<file path="src/xcpd_pkg.sv">
`timescale 1ns / 1ps
package xcpd_pkg;

    // Deframer phase, one-hot
    typedef enum logic [4:0] {
        t_PH_HUNT = 5'b00001,
        t_PH_CMD  = 5'b00010,
        t_PH_LEN  = 5'b00100,
        t_PH_DATA = 5'b01000,
        t_PH_CKS  = 5'b10000
    } t_phase;

    localparam int unsigned PADDR_W = 3;
    localparam int unsigned PDATA_W = 32;

    // Register map: word index within the APB window
    localparam logic REG_START_MARKER = 1'b0;

    localparam logic [7:0] START_MARKER_RST = 8'hFF;

    typedef struct packed {
        logic        stored_valid;
        logic [7:0]  stored_byte;
        logic [7:0]  stored_index;
        logic [2:0]  slot_index;
        logic        frame_end;
        logic        frame_ok;
        logic [15:0] good_count;
        logic [15:0] bad_count;
    } t_result;

endpackage

</file>
<file path="src/xcpd_if.sv">
`timescale 1ns / 1ps
interface xcpd_in_if;
    logic       valid;
    logic       ready;
    logic [7:0] rx_byte;

    modport source (output valid, output rx_byte, input ready);
    modport sink (input valid, input rx_byte, output ready);
endinterface

interface xcpd_out_if;
    logic        valid;
    logic        ready;
    logic        stored_valid;
    logic [7:0]  stored_byte;
    logic [7:0]  stored_index;
    logic [2:0]  slot_index;
    logic        frame_end;
    logic        frame_ok;
    logic [15:0] good_count;
    logic [15:0] bad_count;

    modport source (
        output valid, output stored_valid, output stored_byte, output stored_index,
        output slot_index, output frame_end, output frame_ok, output good_count,
        output bad_count, input ready
    );
    modport sink (
        input valid, input stored_valid, input stored_byte, input stored_index,
        input slot_index, input frame_end, input frame_ok, input good_count,
        input bad_count, output ready
    );
endinterface

</file>
<file path="src/xor_checked_packet_deframer_core.sv">
`timescale 1ns / 1ps
// Start-byte / length / XOR-checksum deframer. Each request on i_rx carries
// one received byte and yields exactly one result request on o_res, in order.
// Throughput is one byte per clock while o_res is not stalled: the byte is
// captured in an input register, the frame state (phase, fill count, length,
// running XOR, ring slot, good and bad counters) updates from that register,
// and the result lands in an output register. A byte in the input register
// advances only when the output register is empty or being drained, so a
// stalled sink holds it back. While the sink stalls, at most two
// bytes are held (one in each register); the input stays ready while a
// finished result waits as long as the input register is free or draining.
// The start marker (reset 0xFF) is an APB register at byte address 0 and must
// only be written while idle.
module xor_checked_packet_deframer_core #(
    parameter int RING_SLOTS = 8
) (
    input  logic                         i_clk,
    input  logic                         i_rst_n,
    xcpd_in_if.sink                      i_rx,
    xcpd_out_if.source                   o_res,
    input  logic                         psel,
    input  logic                         penable,
    input  logic                         pwrite,
    input  logic [xcpd_pkg::PADDR_W-1:0] paddr,
    input  logic [xcpd_pkg::PDATA_W-1:0] pwdata,
    output logic [xcpd_pkg::PDATA_W-1:0] prdata,
    output logic                         pready
);

    logic              r_in_valid;
    logic [7:0]        r_in_byte;
    logic              r_out_valid;
    xcpd_pkg::t_result r_out;
    xcpd_pkg::t_result w_res;
    logic [7:0]        w_start_marker;
    logic              w_advance;

    xcpd_cfg u_cfg (
        .i_clk          (i_clk),
        .i_rst_n        (i_rst_n),
        .psel           (psel),
        .penable        (penable),
        .pwrite         (pwrite),
        .paddr          (paddr),
        .pwdata         (pwdata),
        .prdata         (prdata),
        .pready         (pready),
        .o_start_marker (w_start_marker)
    );

    // Advance the held byte when the result register is empty or being drained
    assign w_advance = r_in_valid && (!r_out_valid || o_res.ready);
    assign i_rx.ready = !r_in_valid || w_advance;

    // Input register: capture a new request, drop the entry once it advances
    always_ff @(posedge i_clk) begin
        if (!i_rst_n) begin
            r_in_valid <= 1'b0;
        end else if (i_rx.ready) begin
            r_in_valid <= i_rx.valid;
        end
    end

    always_ff @(posedge i_clk) begin
        if (i_rx.valid && i_rx.ready) begin
            r_in_byte <= i_rx.rx_byte;
        end
    end

    // Frame state update and result formation, one byte per step
    xcpd_fsm #(
        .RING_SLOTS (RING_SLOTS)
    ) u_fsm (
        .i_clk          (i_clk),
        .i_rst_n        (i_rst_n),
        .i_step         (w_advance),
        .i_byte         (r_in_byte),
        .i_start_marker (w_start_marker),
        .o_res          (w_res)
    );

    // Result register: hold while the sink stalls
    always_ff @(posedge i_clk) begin
        if (!i_rst_n) begin
            r_out_valid <= 1'b0;
        end else if (w_advance) begin
            r_out_valid <= 1'b1;
        end else if (o_res.ready) begin
            r_out_valid <= 1'b0;
        end
    end

    always_ff @(posedge i_clk) begin
        if (w_advance) begin
            r_out <= w_res;
        end
    end

    assign o_res.valid        = r_out_valid;
    assign o_res.stored_valid = r_out.stored_valid;
    assign o_res.stored_byte  = r_out.stored_byte;
    assign o_res.stored_index = r_out.stored_index;
    assign o_res.slot_index   = r_out.slot_index;
    assign o_res.frame_end    = r_out.frame_end;
    assign o_res.frame_ok     = r_out.frame_ok;
    assign o_res.good_count   = r_out.good_count;
    assign o_res.bad_count    = r_out.bad_count;

endmodule

</file>
<file path="src/xcpd_cfg.sv">
`timescale 1ns / 1ps
module xcpd_cfg (
    input  logic                          i_clk,
    input  logic                          i_rst_n,
    input  logic                          psel,
    input  logic                          penable,
    input  logic                          pwrite,
    input  logic [xcpd_pkg::PADDR_W-1:0]  paddr,
    input  logic [xcpd_pkg::PDATA_W-1:0]  pwdata,
    output logic [xcpd_pkg::PDATA_W-1:0]  prdata,
    output logic                          pready,
    output logic [7:0]                    o_start_marker
);

    logic [7:0] r_marker;
    logic       w_sel_marker;

    assign pready       = 1'b1;
    assign w_sel_marker = (paddr[2] == xcpd_pkg::REG_START_MARKER);

    always_ff @(posedge i_clk) begin
        if (!i_rst_n) begin
            r_marker <= xcpd_pkg::START_MARKER_RST;
        end else if (psel && penable && pwrite && pready && w_sel_marker) begin
            r_marker <= pwdata[7:0];
        end
    end

    always_comb begin
        prdata = '0;
        if (w_sel_marker) begin
            prdata = {{(xcpd_pkg::PDATA_W-8){1'b0}}, r_marker};
        end
    end

    assign o_start_marker = r_marker;

endmodule

</file>
<file path="src/xcpd_fsm.sv">
`timescale 1ns / 1ps
module xcpd_fsm #(
    parameter int RING_SLOTS = 8
) (
    input  logic              i_clk,
    input  logic              i_rst_n,
    input  logic              i_step,
    input  logic [7:0]        i_byte,
    input  logic [7:0]        i_start_marker,
    output xcpd_pkg::t_result o_res
);

    localparam int SW = (RING_SLOTS > 1) ? $clog2(RING_SLOTS) : 1;
    localparam logic [SW-1:0] SLOT_LAST = SW'(RING_SLOTS - 1);

    xcpd_pkg::t_phase r_phase, n_phase;
    logic [7:0]       r_fill, n_fill;
    logic [7:0]       r_len, n_len;
    logic [7:0]       r_xor, n_xor;
    logic [SW-1:0]    r_slot, n_slot;
    logic [15:0]      r_good, n_good;
    logic [15:0]      r_bad, n_bad;
    logic [SW+2:0]    w_slot_ext;
    logic [7:0]       w_fill_inc;

    assign w_slot_ext = {3'b000, r_slot};
    assign w_fill_inc = r_fill + 8'd1;

    always_comb begin
        n_phase = r_phase;
        n_fill  = r_fill;
        n_len   = r_len;
        n_xor   = r_xor;
        n_slot  = r_slot;
        n_good  = r_good;
        n_bad   = r_bad;
        o_res   = '0;
        o_res.slot_index = w_slot_ext[2:0];

        unique case (r_phase)
            xcpd_pkg::t_PH_CMD: begin
                o_res.stored_valid = 1'b1;
                o_res.stored_byte  = i_byte;
                o_res.stored_index = r_fill;
                n_fill  = w_fill_inc;
                n_xor   = i_byte;
                n_phase = xcpd_pkg::t_PH_LEN;
            end
            xcpd_pkg::t_PH_LEN: begin
                o_res.stored_valid = 1'b1;
                o_res.stored_byte  = i_byte;
                o_res.stored_index = r_fill;
                n_fill  = w_fill_inc;
                n_len   = i_byte;
                n_xor   = r_xor ^ i_byte;
                n_phase = (i_byte != 8'd0) ? xcpd_pkg::t_PH_DATA : xcpd_pkg::t_PH_CKS;
            end
            xcpd_pkg::t_PH_DATA: begin
                o_res.stored_valid = 1'b1;
                o_res.stored_byte  = i_byte;
                o_res.stored_index = r_fill;
                n_fill = w_fill_inc;
                n_xor  = r_xor ^ i_byte;
                if (w_fill_inc >= r_len) begin
                    n_phase = xcpd_pkg::t_PH_CKS;
                end
            end
            xcpd_pkg::t_PH_CKS: begin
                o_res.frame_end = 1'b1;
                if (i_byte == r_xor) begin
                    o_res.frame_ok = 1'b1;
                    n_slot = (r_slot >= SLOT_LAST) ? '0 : r_slot + SW'(1);
                    n_good = r_good + 16'd1;
                end else begin
                    n_bad = r_bad + 16'd1;
                end
                n_fill  = 8'd0;
                n_phase = xcpd_pkg::t_PH_HUNT;
            end
            default: begin
                n_phase = (i_byte == i_start_marker) ? xcpd_pkg::t_PH_CMD
                                                     : xcpd_pkg::t_PH_HUNT;
            end
        endcase

        o_res.good_count = n_good;
        o_res.bad_count  = n_bad;
    end

    always_ff @(posedge i_clk) begin
        if (!i_rst_n) begin
            r_phase <= xcpd_pkg::t_PH_HUNT;
            r_fill  <= '0;
            r_len   <= '0;
            r_xor   <= '0;
            r_slot  <= '0;
            r_good  <= '0;
            r_bad   <= '0;
        end else if (i_step) begin
            r_phase <= n_phase;
            r_fill  <= n_fill;
            r_len   <= n_len;
            r_xor   <= n_xor;
            r_slot  <= n_slot;
            r_good  <= n_good;
            r_bad   <= n_bad;
        end
    end

endmodule

</file>
<file path="src/flat_wrapper.sv">
// flat-port wrapper written by rule: the top's interface ports become plain ports
module xor_checked_packet_deframer_core_flat 
#(
    parameter int RING_SLOTS = 8
)
  (i_clk, i_rst_n, psel, penable, pwrite, paddr, pwdata, prdata, pready, i_rx_valid, i_rx_rx_byte, i_rx_ready, o_res_valid, o_res_stored_valid, o_res_stored_byte, o_res_stored_index, o_res_slot_index, o_res_frame_end, o_res_frame_ok, o_res_good_count, o_res_bad_count, o_res_ready);
  xcpd_in_if i_rx_i ();
  xcpd_out_if o_res_i ();
  input  logic i_clk;
  input  logic i_rst_n;
  input  logic psel;
  input  logic penable;
  input  logic pwrite;
  input  logic [xcpd_pkg::PADDR_W-1:0] paddr;
  input  logic [xcpd_pkg::PDATA_W-1:0] pwdata;
  output logic [xcpd_pkg::PDATA_W-1:0] prdata;
  output logic pready;
  input wire logic [$bits(i_rx_i.valid)-1:0] i_rx_valid;
  input wire logic [$bits(i_rx_i.rx_byte)-1:0] i_rx_rx_byte;
  output wire logic [$bits(i_rx_i.ready)-1:0] i_rx_ready;
  output wire logic [$bits(o_res_i.valid)-1:0] o_res_valid;
  output wire logic [$bits(o_res_i.stored_valid)-1:0] o_res_stored_valid;
  output wire logic [$bits(o_res_i.stored_byte)-1:0] o_res_stored_byte;
  output wire logic [$bits(o_res_i.stored_index)-1:0] o_res_stored_index;
  output wire logic [$bits(o_res_i.slot_index)-1:0] o_res_slot_index;
  output wire logic [$bits(o_res_i.frame_end)-1:0] o_res_frame_end;
  output wire logic [$bits(o_res_i.frame_ok)-1:0] o_res_frame_ok;
  output wire logic [$bits(o_res_i.good_count)-1:0] o_res_good_count;
  output wire logic [$bits(o_res_i.bad_count)-1:0] o_res_bad_count;
  input wire logic [$bits(o_res_i.ready)-1:0] o_res_ready;
  assign i_rx_i.valid = i_rx_valid;
  assign i_rx_i.rx_byte = i_rx_rx_byte;
  assign i_rx_ready = i_rx_i.ready;
  assign o_res_valid = o_res_i.valid;
  assign o_res_stored_valid = o_res_i.stored_valid;
  assign o_res_stored_byte = o_res_i.stored_byte;
  assign o_res_stored_index = o_res_i.stored_index;
  assign o_res_slot_index = o_res_i.slot_index;
  assign o_res_frame_end = o_res_i.frame_end;
  assign o_res_frame_ok = o_res_i.frame_ok;
  assign o_res_good_count = o_res_i.good_count;
  assign o_res_bad_count = o_res_i.bad_count;
  assign o_res_i.ready = o_res_ready;
  xor_checked_packet_deframer_core #(.RING_SLOTS(RING_SLOTS)) u_core (.i_clk(i_clk), .i_rst_n(i_rst_n), .i_rx(i_rx_i), .o_res(o_res_i), .psel(psel), .penable(penable), .pwrite(pwrite), .paddr(paddr), .pwdata(pwdata), .prdata(prdata), .pready(pready));
endmodule
</file>
<file path="config.mk">
export PLATFORM = sky130hd
export DESIGN_NAME = xor_checked_packet_deframer_core_flat
export DESIGN_NICKNAME = d
export VERILOG_FILES = /design/src/xcpd_pkg.sv /design/src/xcpd_if.sv /design/src/xor_checked_packet_deframer_core.sv /design/src/xcpd_cfg.sv /design/src/xcpd_fsm.sv /design/src/flat_wrapper.sv
export SDC_FILE = /design/constraint.sdc
export NUM_CORES = 1
export LEC_CHECK = 0
export ABC_AREA = 1
export BUFFER_PORTS_ARGS = -buffer_cell sky130_fd_sc_hd__buf_2
export CAP_MARGIN = 20
export CORE_ASPECT_RATIO = 2
export CORE_MARGIN = 2
export CORE_UTILIZATION = 25
export CTS_CLUSTER_SIZE = 14
export DETAILED_ROUTE_END_ITERATION = 10
export PLACE_DENSITY = 0.45
export SYNTH_ARGS = -nofsm -noshare
export SYNTH_HDL_FRONTEND = slang
export SYNTH_SLANG_ARGS = --single-unit
export TNS_END_PERCENT = 1
</file>
<file path="constraint.sdc">
create_clock -name i_clk -period 5.08 [get_ports i_clk]
set_clock_uncertainty 0.15 [all_clocks]
set_input_delay 1.27 -clock i_clk [delete_from_list [all_inputs] [get_ports i_clk]]
set_output_delay 1.27 -clock i_clk [all_outputs]
set_load 0.01 [all_outputs]
</file>
==> flow_metrics.env, run 1 <==
export IMPL_power_uw=2630
export IMPL_synth_cell_types=36
export IMPL_ys_top_cells_by_area="edfxtp_1 (26%), dfxtp_1 (21%), nand2_1 (13%)"
export IMPL_hold_start="u_core.u_fsm.r_fill[7]$_SDFFE_PN0P_"
export IMPL_cts_htree_levels=4
export IMPL_drive_above_1_share=0.157
export IMPL_drt_pass1_iter_count=5
export IMPL_min_period_over_period=0.612
export IMPL_r2r_end="u_core.u_fsm.r_phase[2]$_SDFFE_PN0P_"
export IMPL_grt_pass1_wl_mm=29.9
export IMPL_root_buffer="clkbuf_16"
export IMPL_antenna_cells=0
export IMPL_gp_congestion=0.774
export IMPL_worst_slew_pin_slew_ps=944
export IMPL_clkLatencyLatePin_ps=440
export IMPL_mostFrequentLayoutCell="nand2_1"
export IMPL_cts_hold_buf=0
export IMPL_power_density_mw_per_mm2=315
export IMPL_crit_type="input pin to output port"
export IMPL_vias=5972
export IMPL_hold_depth=2
export IMPL_status="completed"
export IMPL_cp_arrival_ps=1690
export IMPL_remaining_drc_errors=0
export IMPL_io_pins=139
export IMPL_via_per_inst=4.33
export IMPL_period_needed_ps=3110
export IMPL_timing_final_setup_violations=0
export IMPL_holdWs_ps=329
export IMPL_grt_max_degree=40
export IMPL_grt_usage=0.133
export IMPL_slew_violations=0
export IMPL_hp_class="flop to flop"
export IMPL_clock_fmax_ghz=0.322
export IMPL_portBuffers=87
export IMPL_place_hpwl_mm=13.6
export IMPL_fin_nets=1072
export IMPL_fin_cells=1378
export IMPL_ff2ff_setup_slack_ps=2530
export IMPL_core_area_mm2=0.0281
export IMPL_worstRegToRegCells=17
export IMPL_start_util=0.253
export IMPL_r2r_start="u_core.u_fsm.r_fill[0]$_SDFFE_PN0P_"
export IMPL_drv_cap=0
export IMPL_num_rows=87
export IMPL_grt_pass1_vias=5805
export IMPL_cts_tree="yes"
export IMPL_cts_resized=0
export IMPL_synth_area_leader_cell="edfxtp_1"
export IMPL_synth_seq_cells=136
export IMPL_drtAntennaViolNets=0
export IMPL_die_w_um=123
export IMPL_rsz0062_at_grt="false"
export IMPL_placedCellCount=1346
export IMPL_wl_per_cell_um=13.5
export IMPL_clk_path_buf_depth=2
export IMPL_clk_pin_slew_ps=50
export IMPL_synth_top_area_frac=0.262
export IMPL_antenna_found_initial=0
export IMPL_slew_headroom=0.368
export IMPL_syn_area_mm2=0.00709
export IMPL_avgSynthCellArea_um2=7.65
export IMPL_crit_path_max_fanout=3
export IMPL_tns_ps=0
export IMPL_leakagePower_uw=0.00378
export IMPL_post_cts_buffers=0
export IMPL_die_y_um=242
export IMPL_endpoint="i_rx_ready"
export IMPL_synth_cells=927
export IMPL_setup_worst_path_start_class="input pin"
export IMPL_irDropWorstVdd_mv=0.186
export IMPL_cts_buffers_inserted=17
export IMPL_postPlaceCellArea_mm2=0.00778
export IMPL_mostFrequentLayoutCells="nand2_1 (255), inv_1 (117), nor2_1 (103)"
export IMPL_critPathLaunch="o_res_ready"
export IMPL_dieArea_mm2=0.0298
export IMPL_fin_area_mm2=0.00833
export IMPL_yosysSeqAreaShare=0.471
export IMPL_grt_remaining_overflow=0
export IMPL_hold_viol=0
export IMPL_required_ps=3660
export IMPL_cts_sinks=136
export IMPL_drtIter0Drc=270
export IMPL_cp_end_kind="output port"
export IMPL_routed_wl_mm=18.6
export IMPL_yosysWarningCount=0
export IMPL_areaGrowthSynthToFinish_pct=17.5
## worst max-delay path, cell delays in order
cell and delay [ps]:
buf_2 100, inv_1 60, nand3_1 100, buf_2 160
## sequential cells by signal, indices dropped and copies added, names as in the netlist, 5 cells and up
signal	count
u_core.o_res.bad_count	16
u_core.u_fsm.r_phase	5
u_core.u_fsm.r_len	8
u_core.u_fsm.r_fill	8
u_core.u_fsm.r_bad	16
u_core.r_in_byte	8
u_core.u_cfg.o_start_marker	8
u_core.o_res.good_count	16
u_core.u_fsm.r_good	16
u_core.o_res.stored_index	8
u_core.o_res.stored_byte	8
u_core.u_fsm.r_xor	8
## how the worst min path moves through the flow
stage | endpoint | slack (ps)
2_1_floorplan | u_core.u_fsm.r_fill[7]$_SDFFE_PN0P_ | 300
3_3_place_gp | u_core.u_fsm.r_fill[7]$_SDFFE_PN0P_ | 320
3_5_place_dp | u_core.u_fsm.r_fill[7]$_SDFFE_PN0P_ | 320
4_1_cts | u_core.u_fsm.r_fill[7]$_SDFFE_PN0P_ | 330
5_1_grt | u_core.u_fsm.r_fill[7]$_SDFFE_PN0P_ | 360
6_report | u_core.u_fsm.r_fill[7]$_SDFFE_PN0P_ | 330
## power by group
part	leakage, µW	switching (µW)	internal [µW]
Sequential	0.00120	34.2	1200
Clock	0.000272	470	710
Combinational	0.00231	147	70.6
Total	0.00378	652	1980
## final cells by class
type	instances	area, µm²
flip-flops and latches	136	3340
repair buffers	94	500
fillers	3111	19800
multi-input cells	630	3010
well taps	356	445
clock inverters	12	110
inverters	130	489
clock buffers	20	437
## cell families (layout without fill, tap and decap cells)
| family | count (synthesis) | count (layout) | share of synthesized area |
|---|---|---|---|
| AO/OA/AOI/OAI | 102 | 102 | 0.0781 |
| buffers and inverters | 184 | 256 | 0.117 |
| XOR/XNOR | 9 | 9 | 0.0111 |
| flip-flops | 136 | 136 | 0.471 |
| other | 2 | 25 | 0.00106 |
| AND/OR/NAND/NOR | 481 | 481 | 0.298 |
| adder cells (fa/ha/maj) | 13 | 13 | 0.0229 |
## stage by stage
stage,worst slack (ps),util
4_1_cts,1950,0.297
2_1_floorplan,1090,-
3_5_place_dp,1730,0.277
5_1_grt,1910,0.297
3_3_place_gp,1750,0.277
6_report,1970,0.297
## layer usage
metal | vias up | wire [µm] | track usage
met4 | 0 | 396 | 0.0515
li1 | 3081 | - | -
met1 | 2757 | 6580 | 0.124
met5 | - | 0 | 0
met3 | 20 | 599 | 0.0320
met2 | 114 | 11000 | 0.265
## cell usage after synthesis
library cell,instances
or2_2,1
nand2_2,3
xor2_1,9
ha_1,13
nor2_2,2
nor3_1,5
edfxtp_1,62
o21ai_2,1
o21bai_1,1
buf_6,3
o21ai_4,1
a21oi_1,51
nor2_8,1
dfxtp_1,74
nor2_1,103
clkinv_1,1
nand3b_1,1
o21ai_0,30
o211ai_1,8
inv_2,12
clkbuf_1,11
o21ai_1,8
nand3_1,67
inv_1,117
nand4_1,26
o21a_1,1
nand2_4,3
a21oi_2,1
nor4_2,1
buf_4,28
nand3_2,6
buf_1,3
buf_2,9
nor2_4,7
conb_1,2
nand2_1,255
Power figures use the tool's default switching activity.
==> run 2, diff against run 1 <==
--- a/config.mk
+++ b/config.mk
@@ -5,7 +5,7 @@
 export SDC_FILE = /design/constraint.sdc
 export NUM_CORES = 1
 export LEC_CHECK = 0
-export ABC_AREA = 1
+export ABC_AREA = 0
 export BUFFER_PORTS_ARGS = -buffer_cell sky130_fd_sc_hd__buf_2
 export CAP_MARGIN = 20
 export CORE_ASPECT_RATIO = 2
@@ -13,7 +13,7 @@
 export CORE_UTILIZATION = 25
 export CTS_CLUSTER_SIZE = 14
 export DETAILED_ROUTE_END_ITERATION = 10
-export PLACE_DENSITY = 0.45
+export PLACE_DENSITY = 0.47
 export SYNTH_ARGS = -nofsm -noshare
 export SYNTH_HDL_FRONTEND = slang
 export SYNTH_SLANG_ARGS = --single-unit
==> constraint.sdc (replaced) <==
create_clock -name i_clk -period 2.6 [get_ports i_clk]
set_clock_uncertainty 0.15 [all_clocks]
set_input_delay 0.65 -clock i_clk [delete_from_list [all_inputs] [get_ports i_clk]]
set_output_delay 0.65 -clock i_clk [all_outputs]
set_load 0.01 [all_outputs]
==> flow_metrics.env, run 2 <==
export IMPL_cts_htree_levels=4
export IMPL_rsz0062_at_grt="true"
export IMPL_slew_violations=0
export IMPL_yosysWarningCount=0
export IMPL_areaGrowthSynthToFinish_pct=24.0
export IMPL_ys_top_cells_by_area="edfxtp_1 (28%), dfxtp_1 (23%), xor2_1 (4.8%)"
export IMPL_grt_usage=0.123
export IMPL_irDropWorstVdd_mv=0.449
export IMPL_tns_ps=0
export IMPL_grt_pass1_wl_mm=26.0
export IMPL_clkPwrFrac=0.487
export IMPL_cp_arrival_ps=2700
export IMPL_cts_buffers_inserted=17
export IMPL_n_fill_cell=2785
export IMPL_min_period_over_period=0.961
export IMPL_core_area_mm2=0.0258
export IMPL_sw_frac_of_total=0.237
export IMPL_mostFrequentLayoutCells="buf_2 (87), dfxtp_1 (71), edfxtp_1 (62)"
export IMPL_yosysMostFrequentCell="dfxtp_1"
export IMPL_cts_tree="yes"
export IMPL_ys_flop_type="dfxtp_1"
export IMPL_drive_above_1_share=0.233
export IMPL_antenna_found_initial=0
export IMPL_cts_sinks=136
export IMPL_grtUsageMet1=0.115
export IMPL_crit_type="flop to flop"
export IMPL_place_hpwl_mm=12.2
export IMPL_root_buffer="clkbuf_16"
export IMPL_grt_pass1_vias=4950
export IMPL_via_per_inst=4.49
export IMPL_die_w_um=119
export IMPL_critPathSlowestCell="or4b_4"
export IMPL_postSynth_asyncResetShare=0
export IMPL_critical_path_cell_chain="or4b_4, nand2b_2, or4_4, or4_1, a21oi_1"
export IMPL_vias=5016
export IMPL_hold_viol=0
export IMPL_clk_path_buf_depth=2
export IMPL_num_rows=83
export IMPL_netSwitchingPower_uw=1180
export IMPL_cp_top_family="simple AND/OR/NAND/NOR gates"
export IMPL_drtAntennaViolNets=0
export IMPL_timing_final_setup_violations=0
export IMPL_setup_ws_ps=102
export IMPL_routed_wl_mm=16.4
export IMPL_dieArea_mm2=0.0276
export IMPL_fin_nets=827
export IMPL_leakagePower_uw=0.00318
export IMPL_hp_class="input pin to flop"
export IMPL_met3_usage=0.0252
export IMPL_p_int_uw=3800
export IMPL_synth_seq_cells=136
export IMPL_antenna_cells=0
export IMPL_remaining_drc_errors=0
export IMPL_syn_area_mm2=0.00656
export IMPL_worst_slew_pin_slew_ps=576
export IMPL_wl_per_cell_um=14.6
export IMPL_synth_top_area_frac=0.284
export IMPL_postPlaceCellArea_mm2=0.00749
export IMPL_required_ps=2800
export IMPL_drtIter0Drc=195
export IMPL_p_comb_frac=0.050
export IMPL_gp_congestion=0.761
export IMPL_setup_worst_path_start_class="flop"
export IMPL_status="completed"
export IMPL_clk_pin_slew_ps=60
export IMPL_grt_remaining_overflow=0
export IMPL_mostFrequentLayoutCell="buf_2"
export IMPL_yosys_top_cells_count="dfxtp_1 (74), edfxtp_1 (62), nand2_1 (61), nor2_1 (44), xor2_1 (36)"
export IMPL_period_needed_ps=2500
export IMPL_drt_pass1_iter_count=4
export IMPL_crit_path_max_incr_delay_ps=590
export IMPL_holdWs_ps=244
export IMPL_grt_max_degree=29
export IMPL_seqPwrFrac=0.463
export IMPL_top_usage_layer="met2"
export IMPL_cp_end_kind="flop"
export IMPL_synth_cell_types=52
export IMPL_synth_area_leader_cell="edfxtp_1"
export IMPL_yosysSeqAreaShare=0.510
export IMPL_slew_headroom=0.612
export IMPL_fin_area_mm2=0.00813
export IMPL_clkLatencyLatePin_ps=430
export IMPL_worst_path_buf_inv=0
export IMPL_dp_slack_ps=-17.3
export IMPL_synth_edff_count=62
export IMPL_die_y_um=233
export IMPL_power_density_mw_per_mm2=612
export IMPL_synth_cells=653
export IMPL_drv_cap=0
export IMPL_clock_fmax_ghz=0.400
export IMPL_utilization=0.316
export IMPL_start_util=0.255
export IMPL_crit_path_max_fanout=6
export IMPL_grtUsageMet2=0.245
export IMPL_portBuffers=87
export IMPL_avgSynthCellArea_um2=10.0
export IMPL_cts_hold_buf=0
export IMPL_io_pins=139
## run 2: cell count changes in the layout (fill, tap and decap cells not counted), moves of 18 or more
cell,previous run,this run
nand2_1,255,61
inv_1,117,12
nor2_1,103,44
nand3_1,67,24
buf_4,6,42
xor2_1,9,36
xnor2_1,0,23
a21oi_1,51,31
and2_1,0,19
mux2i_1,0,18
## run 2: routing by layer
layer | wire length [µm] | share of wire
met1 | 5870 | 0.36
met2 | 9490 | 0.58
met3 | 587 | 0.036
met4 | 405 | 0.025
met5 | 0 | 0
## run 2: repair_timing
action,in CTS,in global routing
pin swaps,0,3
resized for setup,1,10
buffers inserted,0,3
endpoints found under the setup margin,4,11
## run 2: worst register-to-register path, cell delays in order (launching register included)
cell and delay (ps):
dfxtp_1 310, or4b_4 590, nand2b_2 250, or4_4 550, or4_1 400, a21oi_1 170
## run 2: worst paths after layout
path / start / end / slack [ps] / depth (start not counted)
worst max-delay path: u_core.u_fsm.r_phase[1]$_SDFFE_PN0P_ / u_core.u_fsm.r_good[11]$_SDFFE_PN0P_ / 100 / 5
worst min-delay path: i_rx_rx_byte[7] / u_core.r_in_byte[7]$_DFFE_PP_ / 240 / 1
worst max register to register: u_core.u_fsm.r_phase[1]$_SDFFE_PN0P_ / u_core.u_fsm.r_good[11]$_SDFFE_PN0P_ / 100 / 5
worst min register to register: u_core.u_fsm.r_good[15]$_SDFFE_PN0P_ / u_core.u_fsm.r_good[15]$_SDFFE_PN0P_ / 330 / 2
## run 2: stage by stage
step | total power (µW) | std cells
floorplan | 2510 | 676
global placement | 2600 | 1082
detailed placement | 2600 | 1082
CTS | 5070 | 1114
global route | 5170 | 1117
finish | 4980 | 1117
## run 2: power groups by stage
stage                     clock network [µW]  logic, µW  registers, µW
final                                   2430        247           2300
after global routing                    2590        269           2310
after floorplan                            0        140           2370
after detailed placement                   0        252           2350
after CTS                               2510        252           2310
after global placement                     0        251           2350
## run 2: cell type report
cell class	count	area (µm²)	area share
inverter	14	57.6	0.00708
multi-input combinational	465	2940	0.362
tap	340	425	0.0523
clock inverter	15	165	0.0203
timing repair buffer	130	771	0.0948
sequential	136	3350	0.412
clock buffer	17	425	0.0523
## run 2: cells by family after synthesis
logic type,count (synthesis),share of synthesized area
AND/OR/NAND/NOR,254,0.203
multiplexers,20,0.0309
flip-flops,136,0.510
XOR/XNOR,60,0.0801
buffers and inverters,75,0.0590
AO/OA/AOI/OAI,93,0.0914
other,2,0.00115
adder cells (fa/ha/maj),13,0.0248
